### src/rtl/core/pbfl_pkg.sv
package pbfl_pkg;

	localparam int BUFFERS = 16;
	localparam int QUEUES  = 4;

	localparam int KIND_W   = 2;
	localparam int BUFFER_W = 4;
	localparam int QSEL_W   = 2;
	localparam int COUNT_W  = 5;

	// link values run 0..BUFFERS, BUFFERS is the null link
	localparam int LW  = $clog2(BUFFERS + 1);
	localparam int LAW = $clog2(BUFFERS);
	localparam int QW  = (QUEUES > 1) ? $clog2(QUEUES) : 1;

	localparam int BCMP_W = ((LW > BUFFER_W) ? LW : BUFFER_W) + 1;
	localparam int QCMP_W = $clog2(QUEUES + 1) + QSEL_W;

	localparam logic [LW-1:0] NULL_LINK = LW'(BUFFERS);

	typedef enum logic [KIND_W-1:0] {
		K_ACQUIRE = 2'd0,
		K_RELEASE = 2'd1,
		K_ENQUEUE = 2'd2,
		K_DEQUEUE = 2'd3
	} kind_t;

	typedef struct packed {
		kind_t           kind;
		logic [LW-1:0]   bidx;
		logic            bidx_ok;
		logic [QW-1:0]   qidx;
		logic            qidx_ok;
	} cmd_t;

endpackage

### src/rtl/core/pbfl_req_if.sv
interface pbfl_req_if;
	logic       valid;
	logic       ready;
	logic [1:0] kind;
	logic [3:0] buffer;
	logic [1:0] queue_sel;

	modport source (output valid, output kind, output buffer, output queue_sel, input ready);
	modport sink (input valid, input kind, input buffer, input queue_sel, output ready);
endinterface

interface pbfl_rsp_if;
	logic       valid;
	logic       ready;
	logic [3:0] buffer_out;
	logic       success;
	logic [4:0] queue_count;

	modport source (output valid, output buffer_out, output success, output queue_count,
		input ready);
	modport sink (input valid, input buffer_out, input success, input queue_count,
		output ready);
endinterface

### src/rtl/core/pbfl_ram.sv
module pbfl_ram #(
	parameter int WIDTH = 8,
	parameter int DEPTH = 16
) (
	input  logic                                        clk,
	input  logic                                        we,
	input  logic [((DEPTH > 1) ? $clog2(DEPTH) : 1)-1:0] waddr,
	input  logic [WIDTH-1:0]                            wdata,
	input  logic                                        re,
	input  logic [((DEPTH > 1) ? $clog2(DEPTH) : 1)-1:0] raddr,
	output logic [WIDTH-1:0]                            rdata
);

	logic [WIDTH-1:0] mem_q [DEPTH];
	logic [WIDTH-1:0] rdata_q;

	always_ff @(posedge clk) begin
		if (we) begin
			mem_q[waddr] <= wdata;
		end
		if (re) begin
			rdata_q <= mem_q[raddr];
		end
	end

	assign rdata = rdata_q;

endmodule

### src/rtl/core/pbfl_front.sv
module pbfl_front import pbfl_pkg::*; (
	pbfl_req_if.sink req,
	input  logic     clearing,
	input  logic     full,
	output logic     push,
	output cmd_t     push_cmd
);

	assign req.ready = !clearing && !full;
	assign push      = req.valid && req.ready;

	always_comb begin
		push_cmd.kind    = kind_t'(req.kind);
		push_cmd.bidx    = LW'(req.buffer);
		push_cmd.bidx_ok = BCMP_W'(req.buffer) < BCMP_W'(BUFFERS);
		push_cmd.qidx    = QW'(req.queue_sel);
		push_cmd.qidx_ok = QCMP_W'(req.queue_sel) < QCMP_W'(QUEUES);
	end

endmodule

### src/rtl/core/pbfl_cmd_fifo.sv
module pbfl_cmd_fifo import pbfl_pkg::*; (
	input  logic clk,
	input  logic arst_n,
	input  logic push,
	input  cmd_t push_cmd,
	output logic full,
	input  logic pop,
	output logic empty,
	output cmd_t head
);

	cmd_t       slot_q [2];
	logic       wr_q;
	logic       rd_q;
	logic [1:0] cnt_q;

	assign full  = cnt_q == 2'd2;
	assign empty = cnt_q == 2'd0;
	assign head  = slot_q[rd_q];

	always_ff @(posedge clk) begin
		if (push) begin
			slot_q[wr_q] <= push_cmd;
		end
	end

	always_ff @(posedge clk or negedge arst_n) begin
		if (!arst_n) begin
			wr_q  <= 1'b0;
			rd_q  <= 1'b0;
			cnt_q <= 2'd0;
		end else begin
			if (push) begin
				wr_q <= !wr_q;
			end
			if (pop) begin
				rd_q <= !rd_q;
			end
			if (push && !pop) begin
				cnt_q <= cnt_q + 2'd1;
			end else if (pop && !push) begin
				cnt_q <= cnt_q - 2'd1;
			end
		end
	end

endmodule

### src/rtl/core/pbfl_back.sv
module pbfl_back import pbfl_pkg::*; (
	input  logic      clk,
	input  logic      arst_n,
	input  logic      empty,
	input  cmd_t      head,
	output logic      pop,
	output logic      clearing,
	pbfl_rsp_if.source rsp
);

	localparam int CLR_N = (BUFFERS > QUEUES) ? BUFFERS : QUEUES;
	localparam int CLW   = $clog2(CLR_N);

	typedef struct packed {
		logic [LW-1:0] oldest;
		logic [LW-1:0] newest;
		logic [LW-1:0] entries;
	} qstate_t;

	localparam int QSW = $bits(qstate_t);

	typedef enum logic [2:0] {
		S_IDLE = 3'b001,
		S_LOOK = 3'b010,
		S_DONE = 3'b100
	} state_t;

	function automatic logic is_buf(input logic [LW-1:0] v);
		return v < NULL_LINK;
	endfunction

	state_t         state_q;
	logic           clearing_q;
	logic [CLW-1:0] clr_q;
	cmd_t           cmd_q;
	logic [LW-1:0]  free_top_q;

	logic               out_valid_q;
	logic [BUFFER_W-1:0] out_buf_q;
	logic               out_ok_q;
	logic [COUNT_W-1:0] out_cnt_q;

	logic           l_we, l_re;
	logic [LAW-1:0] l_waddr, l_raddr;
	logic [LW-1:0]  l_wdata, l_rdata;
	logic           q_we, q_re;
	logic [QW-1:0]  q_waddr, q_raddr;
	qstate_t        q_wdata;
	logic [QSW-1:0] q_rdata;

	qstate_t       qs, qs_next;
	logic          ft_ok, od_ok, nw_ok;
	logic          clr_in_buf, clr_in_q;
	logic          commit;
	logic [LW-1:0] got, ft_next, cnt;
	logic          ok, q_upd;

	pbfl_ram #(.WIDTH(LW), .DEPTH(BUFFERS)) u_link_ram (
		.clk   (clk),
		.we    (l_we),
		.waddr (l_waddr),
		.wdata (l_wdata),
		.re    (l_re),
		.raddr (l_raddr),
		.rdata (l_rdata)
	);

	pbfl_ram #(.WIDTH(QSW), .DEPTH(QUEUES)) u_queue_ram (
		.clk   (clk),
		.we    (q_we),
		.waddr (q_waddr),
		.wdata (q_wdata),
		.re    (q_re),
		.raddr (q_raddr),
		.rdata (q_rdata)
	);

	assign clearing   = clearing_q;
	assign qs         = qstate_t'(q_rdata);
	assign ft_ok      = is_buf(free_top_q);
	assign od_ok      = is_buf(qs.oldest);
	assign nw_ok      = is_buf(qs.newest);
	assign clr_in_buf = {1'b0, clr_q} < (CLW + 1)'(BUFFERS);
	assign clr_in_q   = {1'b0, clr_q} < (CLW + 1)'(QUEUES);
	assign pop        = (state_q == S_IDLE) && !clearing_q && !empty;
	assign commit     = (state_q == S_DONE) && (!out_valid_q || rsp.ready);

	// operation result, valid while in S_DONE
	always_comb begin
		got     = '0;
		ok      = 1'b0;
		ft_next = free_top_q;
		qs_next = qs;
		q_upd   = 1'b0;
		case (cmd_q.kind)
			K_ACQUIRE: begin
				if (ft_ok) begin
					got     = free_top_q;
					ok      = 1'b1;
					ft_next = l_rdata;
				end
			end
			K_RELEASE: begin
				if (cmd_q.bidx_ok) begin
					ok      = 1'b1;
					ft_next = cmd_q.bidx;
				end
			end
			K_ENQUEUE: begin
				if (cmd_q.bidx_ok && cmd_q.qidx_ok) begin
					ok             = 1'b1;
					q_upd          = 1'b1;
					qs_next.newest = cmd_q.bidx;
					if (!nw_ok) begin
						qs_next.oldest = cmd_q.bidx;
					end
					if (qs.entries < NULL_LINK) begin
						qs_next.entries = qs.entries + LW'(1);
					end
				end
			end
			default: begin
				if (cmd_q.qidx_ok && od_ok) begin
					got   = qs.oldest;
					ok    = 1'b1;
					q_upd = 1'b1;
					if (qs.oldest != qs.newest) begin
						qs_next.oldest = l_rdata;
					end else begin
						qs_next.oldest = NULL_LINK;
						qs_next.newest = NULL_LINK;
					end
					if (qs.entries != '0) begin
						qs_next.entries = qs.entries - LW'(1);
					end
				end
			end
		endcase
		cnt = cmd_q.qidx_ok ? qs_next.entries : '0;
	end

	// memory ports
	always_comb begin
		l_re    = 1'b0;
		l_raddr = '0;
		q_re    = 1'b0;
		q_raddr = '0;
		if (pop) begin
			q_re    = 1'b1;
			q_raddr = head.qidx;
			if (head.kind == K_ACQUIRE && ft_ok) begin
				l_re    = 1'b1;
				l_raddr = LAW'(free_top_q);
			end
		end else if (state_q == S_LOOK && cmd_q.kind == K_DEQUEUE && cmd_q.qidx_ok && od_ok)
		begin
			l_re    = 1'b1;
			l_raddr = LAW'(qs.oldest);
		end

		l_we    = 1'b0;
		l_waddr = '0;
		l_wdata = NULL_LINK;
		q_we    = 1'b0;
		q_waddr = '0;
		q_wdata = qs_next;
		if (clearing_q) begin
			l_we    = clr_in_buf;
			l_waddr = LAW'(clr_q);
			l_wdata = LW'(clr_q) + LW'(1);
			q_we    = clr_in_q;
			q_waddr = QW'(clr_q);
			q_wdata = '{oldest: NULL_LINK, newest: NULL_LINK, entries: '0};
		end else if (state_q == S_LOOK) begin
			// enqueue terminates the new buffer first, the old newest is linked at commit
			if (cmd_q.kind == K_ENQUEUE && cmd_q.bidx_ok && cmd_q.qidx_ok) begin
				l_we    = 1'b1;
				l_waddr = LAW'(cmd_q.bidx);
			end
		end else if (commit) begin
			q_we    = q_upd;
			q_waddr = cmd_q.qidx;
			case (cmd_q.kind)
				K_RELEASE: begin
					l_we    = cmd_q.bidx_ok;
					l_waddr = LAW'(cmd_q.bidx);
					l_wdata = free_top_q;
				end
				K_ENQUEUE: begin
					l_we    = cmd_q.bidx_ok && cmd_q.qidx_ok && nw_ok;
					l_waddr = LAW'(qs.newest);
					l_wdata = cmd_q.bidx;
				end
				K_DEQUEUE: begin
					l_we    = cmd_q.qidx_ok && od_ok;
					l_waddr = LAW'(qs.oldest);
				end
				default: begin
					l_we = 1'b0;
				end
			endcase
		end
	end

	always_ff @(posedge clk) begin
		if (pop) begin
			cmd_q <= head;
		end
		if (commit) begin
			out_buf_q <= BUFFER_W'(got);
			out_ok_q  <= ok;
			out_cnt_q <= COUNT_W'(cnt);
		end
	end

	always_ff @(posedge clk or negedge arst_n) begin
		if (!arst_n) begin
			state_q     <= S_IDLE;
			clearing_q  <= 1'b1;
			clr_q       <= '0;
			free_top_q  <= '0;
			out_valid_q <= 1'b0;
		end else begin
			if (clearing_q) begin
				if (clr_q == CLW'(CLR_N - 1)) begin
					clearing_q <= 1'b0;
				end else begin
					clr_q <= clr_q + CLW'(1);
				end
			end
			unique case (state_q)
				S_IDLE: begin
					if (pop) begin
						state_q <= S_LOOK;
					end
				end
				S_LOOK: begin
					state_q <= S_DONE;
				end
				S_DONE: begin
					if (commit) begin
						state_q    <= S_IDLE;
						free_top_q <= ft_next;
					end
				end
				default: begin
					state_q <= S_IDLE;
				end
			endcase
			if (commit) begin
				out_valid_q <= 1'b1;
			end else if (rsp.ready) begin
				out_valid_q <= 1'b0;
			end
		end
	end

	assign rsp.valid       = out_valid_q;
	assign rsp.buffer_out  = out_buf_q;
	assign rsp.success     = out_ok_q;
	assign rsp.queue_count = out_cnt_q;

endmodule

### src/rtl/core/packet_buffer_free_list_and_queues_top.sv
// channel  dir  payload
// req      in   kind[1:0], buffer[3:0], queue_sel[1:0]
// rsp      out  buffer_out[3:0], success, queue_count[4:0]
//
// the back sequencer takes each item through queue-state read, link lookup and commit,
// as set by the registered link and queue-state memory read ports, one item at a time
// after reset a clearing pass over max(BUFFERS, QUEUES) entries, 16 here, holds req.ready low
// a two-entry command queue keeps req flowing while the back part works or waits
// a stalled rsp holds the back part in its commit cycle; the result register parts the sides
module packet_buffer_free_list_and_queues_top import pbfl_pkg::*; (
	input  logic       clk,
	input  logic       arst_n,
	pbfl_req_if.sink   req,
	pbfl_rsp_if.source rsp
);

	logic push, full, pop, empty, clearing;
	cmd_t push_cmd, head;

	pbfl_front u_front (
		.req      (req),
		.clearing (clearing),
		.full     (full),
		.push     (push),
		.push_cmd (push_cmd)
	);

	pbfl_cmd_fifo u_cmd_fifo (
		.clk      (clk),
		.arst_n   (arst_n),
		.push     (push),
		.push_cmd (push_cmd),
		.full     (full),
		.pop      (pop),
		.empty    (empty),
		.head     (head)
	);

	pbfl_back u_back (
		.clk      (clk),
		.arst_n   (arst_n),
		.empty    (empty),
		.head     (head),
		.pop      (pop),
		.clearing (clearing),
		.rsp      (rsp)
	);

endmodule
### src/flat_wrapper.sv
// flat-port wrapper written by rule: the top's interface ports become plain ports
module packet_buffer_free_list_and_queues_top_flat import pbfl_pkg::*;
  (clk, arst_n, req_valid, req_kind, req_buffer, req_queue_sel, req_ready, rsp_valid, rsp_buffer_out, rsp_success, rsp_queue_count, rsp_ready);
  pbfl_req_if req_i ();
  pbfl_rsp_if rsp_i ();
  input  logic clk;
  input  logic arst_n;
  input wire logic [$bits(req_i.valid)-1:0] req_valid;
  input wire logic [$bits(req_i.kind)-1:0] req_kind;
  input wire logic [$bits(req_i.buffer)-1:0] req_buffer;
  input wire logic [$bits(req_i.queue_sel)-1:0] req_queue_sel;
  output wire logic [$bits(req_i.ready)-1:0] req_ready;
  output wire logic [$bits(rsp_i.valid)-1:0] rsp_valid;
  output wire logic [$bits(rsp_i.buffer_out)-1:0] rsp_buffer_out;
  output wire logic [$bits(rsp_i.success)-1:0] rsp_success;
  output wire logic [$bits(rsp_i.queue_count)-1:0] rsp_queue_count;
  input wire logic [$bits(rsp_i.ready)-1:0] rsp_ready;
  assign req_i.valid = req_valid;
  assign req_i.kind = req_kind;
  assign req_i.buffer = req_buffer;
  assign req_i.queue_sel = req_queue_sel;
  assign req_ready = req_i.ready;
  assign rsp_valid = rsp_i.valid;
  assign rsp_buffer_out = rsp_i.buffer_out;
  assign rsp_success = rsp_i.success;
  assign rsp_queue_count = rsp_i.queue_count;
  assign rsp_i.ready = rsp_ready;
  packet_buffer_free_list_and_queues_top u_core (.clk(clk), .arst_n(arst_n), .req(req_i), .rsp(rsp_i));
endmodule
### config.mk
export PLATFORM = sky130hd
export DESIGN_NAME = packet_buffer_free_list_and_queues_top_flat
export DESIGN_NICKNAME = d
export VERILOG_FILES = /design/src/rtl/core/pbfl_pkg.sv /design/src/rtl/core/pbfl_req_if.sv /design/src/rtl/core/pbfl_ram.sv /design/src/rtl/core/pbfl_front.sv /design/src/rtl/core/pbfl_cmd_fifo.sv /design/src/rtl/core/pbfl_back.sv /design/src/rtl/core/packet_buffer_free_list_and_queues_top.sv /design/src/flat_wrapper.sv
export SDC_FILE = /design/constraint.sdc
export NUM_CORES = 1
export LEC_CHECK = 0
export ABC_AREA = 1
export BUFFER_PORTS_ARGS = -buffer_cell sky130_fd_sc_hd__buf_2
export CORE_AREA = 3 3 191 212
export CTS_CLUSTER_DIAMETER = 200
export DETAILED_ROUTE_END_ITERATION = 10
export DIE_AREA = 0 0 194 215
export GPL_ROUTABILITY_DRIVEN = 0
export PLACE_DENSITY = 0.36
export SLEW_MARGIN = 25
export SYNTH_ARGS = -nofsm -noshare
export SYNTH_HDL_FRONTEND = slang
export SYNTH_SLANG_ARGS = --single-unit
### constraint.sdc
create_clock -name clk -period 3.2 [get_ports clk]
set_input_delay 0.16 -clock clk [delete_from_list [all_inputs] [get_ports clk]]
set_output_delay 0.16 -clock clk [all_outputs]
set_load 0.02 [all_outputs]
==> impl_metrics.env <==
export IMPL_num_fill_cells=3968
export IMPL_whs_path_depth=3
export IMPL_reg2reg_slack_ps=480
export IMPL_syn_area_sq_mm=0.009605
export IMPL_syn_avg_cell_area_sq_um=10.56
export IMPL_cts_root_buf="clkbuf_16"
export IMPL_hold_viol_final=0
export IMPL_p_seq_share_pct=41.0
export IMPL_power_per_cell_area_mw_per_mm2=896.2
export IMPL_p_switching_mw=3.765
export IMPL_ctsHoldBuffers=10
export IMPL_worst_r2r_cell_count=10
export IMPL_ys_seq_area_share_pct=65.36
export IMPL_critPathRequiredTime_ps=3360
export IMPL_timing_final_ws_setup_ps=478.8
export IMPL_cp_max_fo=9
export IMPL_finClkSkew_ps=16.34
export IMPL_r2r_end="u_core.u_back.u_link_ram.mem_q[13][2]"
export IMPL_end_kind="register"
export IMPL_vias_per_cell=4.485
export IMPL_critPathKind="reg2reg"
export IMPL_p_total_mw=10.05
export IMPL_cts_setup_buffers=0
export IMPL_die_h_um=215
export IMPL_cp_arrival_ps=2880
export IMPL_setup_tns_final_ps=0
export IMPL_dieWidth_um=194
export IMPL_coreArea_sq_mm=0.03829
export IMPL_antenna_found_initial=0
export IMPL_drt_iter0_drc=358
export IMPL_maxCapViolCount=0
export IMPL_yosys_warnings=0
export IMPL_irDropWorstVdd_uv=395.9
export IMPL_ys_seq_elements=212
export IMPL_cts_buffer_depth=3
export IMPL_syn_num_nets=932
export IMPL_fin_crit_sh_pct=85.04
export IMPL_post_cts_resized=0
export IMPL_num_io_pins=24
export IMPL_start_kind="register"
export IMPL_grt_overflow_total=0
export IMPL_rsz0062_at_grt="no"
export IMPL_dp_hpwl_um=19260
export IMPL_drcViolationCount=0
export IMPL_finalSetupViolCount=0
export IMPL_postLayoutCoreUtil_pct=29.29
export IMPL_cp_endpoint="u_core.u_back.u_link_ram.mem_q[13][2]"
export IMPL_die_area_sq_mm=0.04171
export IMPL_slew_headroom_pct=41.40
export IMPL_numPortBuffers=23
export IMPL_async_flop_share_pct=8.491
export IMPL_min_path_type="in2reg"
export IMPL_grt_pass1_wl_um=42510
export IMPL_first_pass_iters=5
export IMPL_final_nets=988
export IMPL_period_needed_ps=2721
export IMPL_synth_distinct_cells=41
export IMPL_synth_main_ff_cell="edfxtp_1"
export IMPL_path_clk_slew_ps=60
export IMPL_grt_pass1_vias=6744
export IMPL_cts_buffers_inserted=24
export IMPL_synth_edff_count=194
export IMPL_cts_tree="yes"
export IMPL_sw_frac_of_total_pct=37.47
export IMPL_wl_per_cell_um=18.91
export IMPL_worstSkewPairLatency_ps=520
export IMPL_track_usage_pct=13.24
export IMPL_whs_ps=17.45
export IMPL_status="finished clean"
export IMPL_startpoint="u_core.u_back.cmd_q[10]"
export IMPL_cts_max_level=1
export IMPL_cts_sinks=212
export IMPL_reg2reg_from="u_core.u_back.cmd_q[10]"
export IMPL_final_max_slew_viol_count=0
export IMPL_drtAntennaViolNets=0
export IMPL_worst_pin_slew_ps=878.9
export IMPL_p_clk_share_pct=25.5
export IMPL_power_static_leakage_nw=4.394
export IMPL_dp_slack_ps=499.5
export IMPL_hold_start="req_valid"
export IMPL_rows=75
export IMPL_syn_to_final_growth_pct=16.74
export IMPL_synthCells=910
export IMPL_diodes=0
export IMPL_drt_wl_total_um=27980
export IMPL_p_int_mw=6.284
export IMPL_layout_drive_gt1_share_pct=11.02
export IMPL_grt_max_degree=41
export IMPL_initial_core_util_pct=25.09
export IMPL_dr_total_vias=6638
export IMPL_comb_power_share_pct=33.5
export IMPL_fmax_ghz=0.3675
-- flip-flops by register name, summed over array words and instances (netlist names) --
register,flops
u_core.u_back.u_queue_ram.mem_q,60
u_core.u_back.clr_q,4
u_core.u_cmd_fifo.wr_q,1
u_core.u_back.state_q,3
u_core.u_back.free_top_q,5
u_core.u_cmd_fifo.rd_q,1
u_core.u_back.clearing,1
u_core.u_back.rsp.queue_count,5
u_core.u_back.rsp.success,1
u_core.u_cmd_fifo.cnt_q,2
u_core.u_back.u_link_ram.rdata,5
u_core.u_back.u_queue_ram.rdata,15
u_core.u_back.u_link_ram.mem_q,80
u_core.u_back.rsp.buffer_out,4
u_core.u_back.rsp.valid,1
u_core.u_back.cmd_q,8
u_core.u_cmd_fifo.slot_q,16
-- synthesized netlist by cell type (2+ instances only) --
master    count  area, sq um
edfxtp_1    194         5826
nand2_1     191        716.9
nand3_1     110        550.5
inv_1       100        375.4
nor2_1       71        266.5
a21oi_1      52        260.3
o21ai_0      45        225.2
buf_2        16        80.08
dfrtp_1      16        400.4
o21a_1       15        112.6
ha_1         10        125.1
inv_2         9        33.78
o211ai_1      9        67.56
o22ai_1       9        56.30
clkbuf_1      7        26.28
buf_4         6        45.04
xor2_1        5        43.79
a211oi_1      4        30.03
o32ai_1       4        35.03
nand2_2       3        18.77
nand3_2       3        30.03
nor2_4        3        33.78
xnor2_1       3        26.28
a22oi_1       2        15.01
and2_1        2        12.51
buf_6         2        22.52
dfstp_2       2        52.55
nand4_1       2        12.51
nor2_2        2        12.51
nor4_1        2        12.51
-- cells in the final DEF, fill, tap and decap left out, types with 2 or more instances in the layout --
cell type | synthesis | layout
a211oi_1 | 4 | 4
a21oi_1 | 52 | 52
a22oi_1 | 2 | 2
and2_1 | 2 | 2
buf_2 | 16 | 23
buf_4 | 6 | 28
clkbuf_1 | 7 | 5
clkbuf_16 | 0 | 25
clkinv_1 | 0 | 6
clkinv_2 | 0 | 3
dfrtp_1 | 16 | 16
dfstp_2 | 2 | 2
dlygate4sd3_1 | 0 | 10
edfxtp_1 | 194 | 194
ha_1 | 10 | 10
inv_1 | 100 | 100
inv_2 | 9 | 9
nand2_1 | 191 | 191
nand2_2 | 3 | 3
nand3_1 | 110 | 110
nand3_2 | 3 | 3
nand4_1 | 2 | 2
nor2_1 | 71 | 70
nor2_2 | 2 | 3
nor2_4 | 3 | 3
nor4_1 | 2 | 2
o211ai_1 | 9 | 9
o21a_1 | 15 | 15
o21ai_0 | 45 | 45
o22ai_1 | 9 | 9
o32ai_1 | 4 | 4
xnor2_1 | 3 | 3
xor2_1 | 5 | 5
-- power by group through the flow --
stage                     Combinational [mW]  Sequential [mW]  Clock [mW]
after floorplan                         2.27             4.03           0
after global placement                  3.43             4.18           0
after detailed placement                3.42             4.17           0
after CTS                               3.45             4.12        2.66
after global routing                    3.80             4.16        2.78
final                                   3.36             4.12        2.57
-- per-layer routing --
layer	vias to the layer above	share of wire [%]	GRT usage, %	wire (um)
met3	43	4.1	2.255	1139
met4	0	2.5	3.615	703
li1	3245	-	-	-
met2	127	48	22.28	13480
met1	3223	45	17.69	12650
met5	-	0	0	0
-- cells by family after synthesis --
kind of cell / Yosys count / synth area share (%)
AOI/OAI and AO/OA: 147 / 8.962
xor gates and xnor gates: 8 / 0.7295
adders and majority gates: 10 / 1.303
buffers and inverters: 142 / 6.174
DFF: 212 / 65.36
and+or+nand+nor: 391 / 17.47
-- worst min-delay path by stage --
stage / end / slack, ps
finish: u_core.u_cmd_fifo.wr_q / 20
global route: u_core.u_cmd_fifo.wr_q / 6
CTS: u_core.u_cmd_fifo.wr_q / 1
detailed placement: u_core.u_back.rsp.valid / 180
global placement: u_core.u_back.rsp.valid / 170
floorplan: u_core.u_back.clr_q[0] / -140
-- critical path: stages, from the launching register on --
cell and delay, ps:
edfxtp_1 530, inv_1 130, ha_1 310, nand2_1 130
o211ai_1 110, nand3_1 100, o211ai_1 100, o21ai_0 200
nor2_1 160, nand2_1 190, nor2_1 410
-- layout make-up --
cell class                 count  area [sq um]  area share (%)
clock buffer                  30         644.4           5.746
tap                          500         625.6           5.579
inverter                     110         415.4           3.705
clock inverter                10         67.56          0.6025
timing repair buffer          62         445.4           3.972
multi-input combinational    556          2736           24.40
sequential                   212          6279           55.99
-- through the flow --
| stage | cell area [sq um] | cells |
|---|---|---|
| floorplan | 9605 | 910 |
| global placement | 10400 | 1430 |
| detailed placement | 10400 | 1430 |
| CTS | 11210 | 1480 |
| global route | 11210 | 1480 |
| finish | 11210 | 1480 |
No activity file was read; power rests on OpenSTA's default activity.
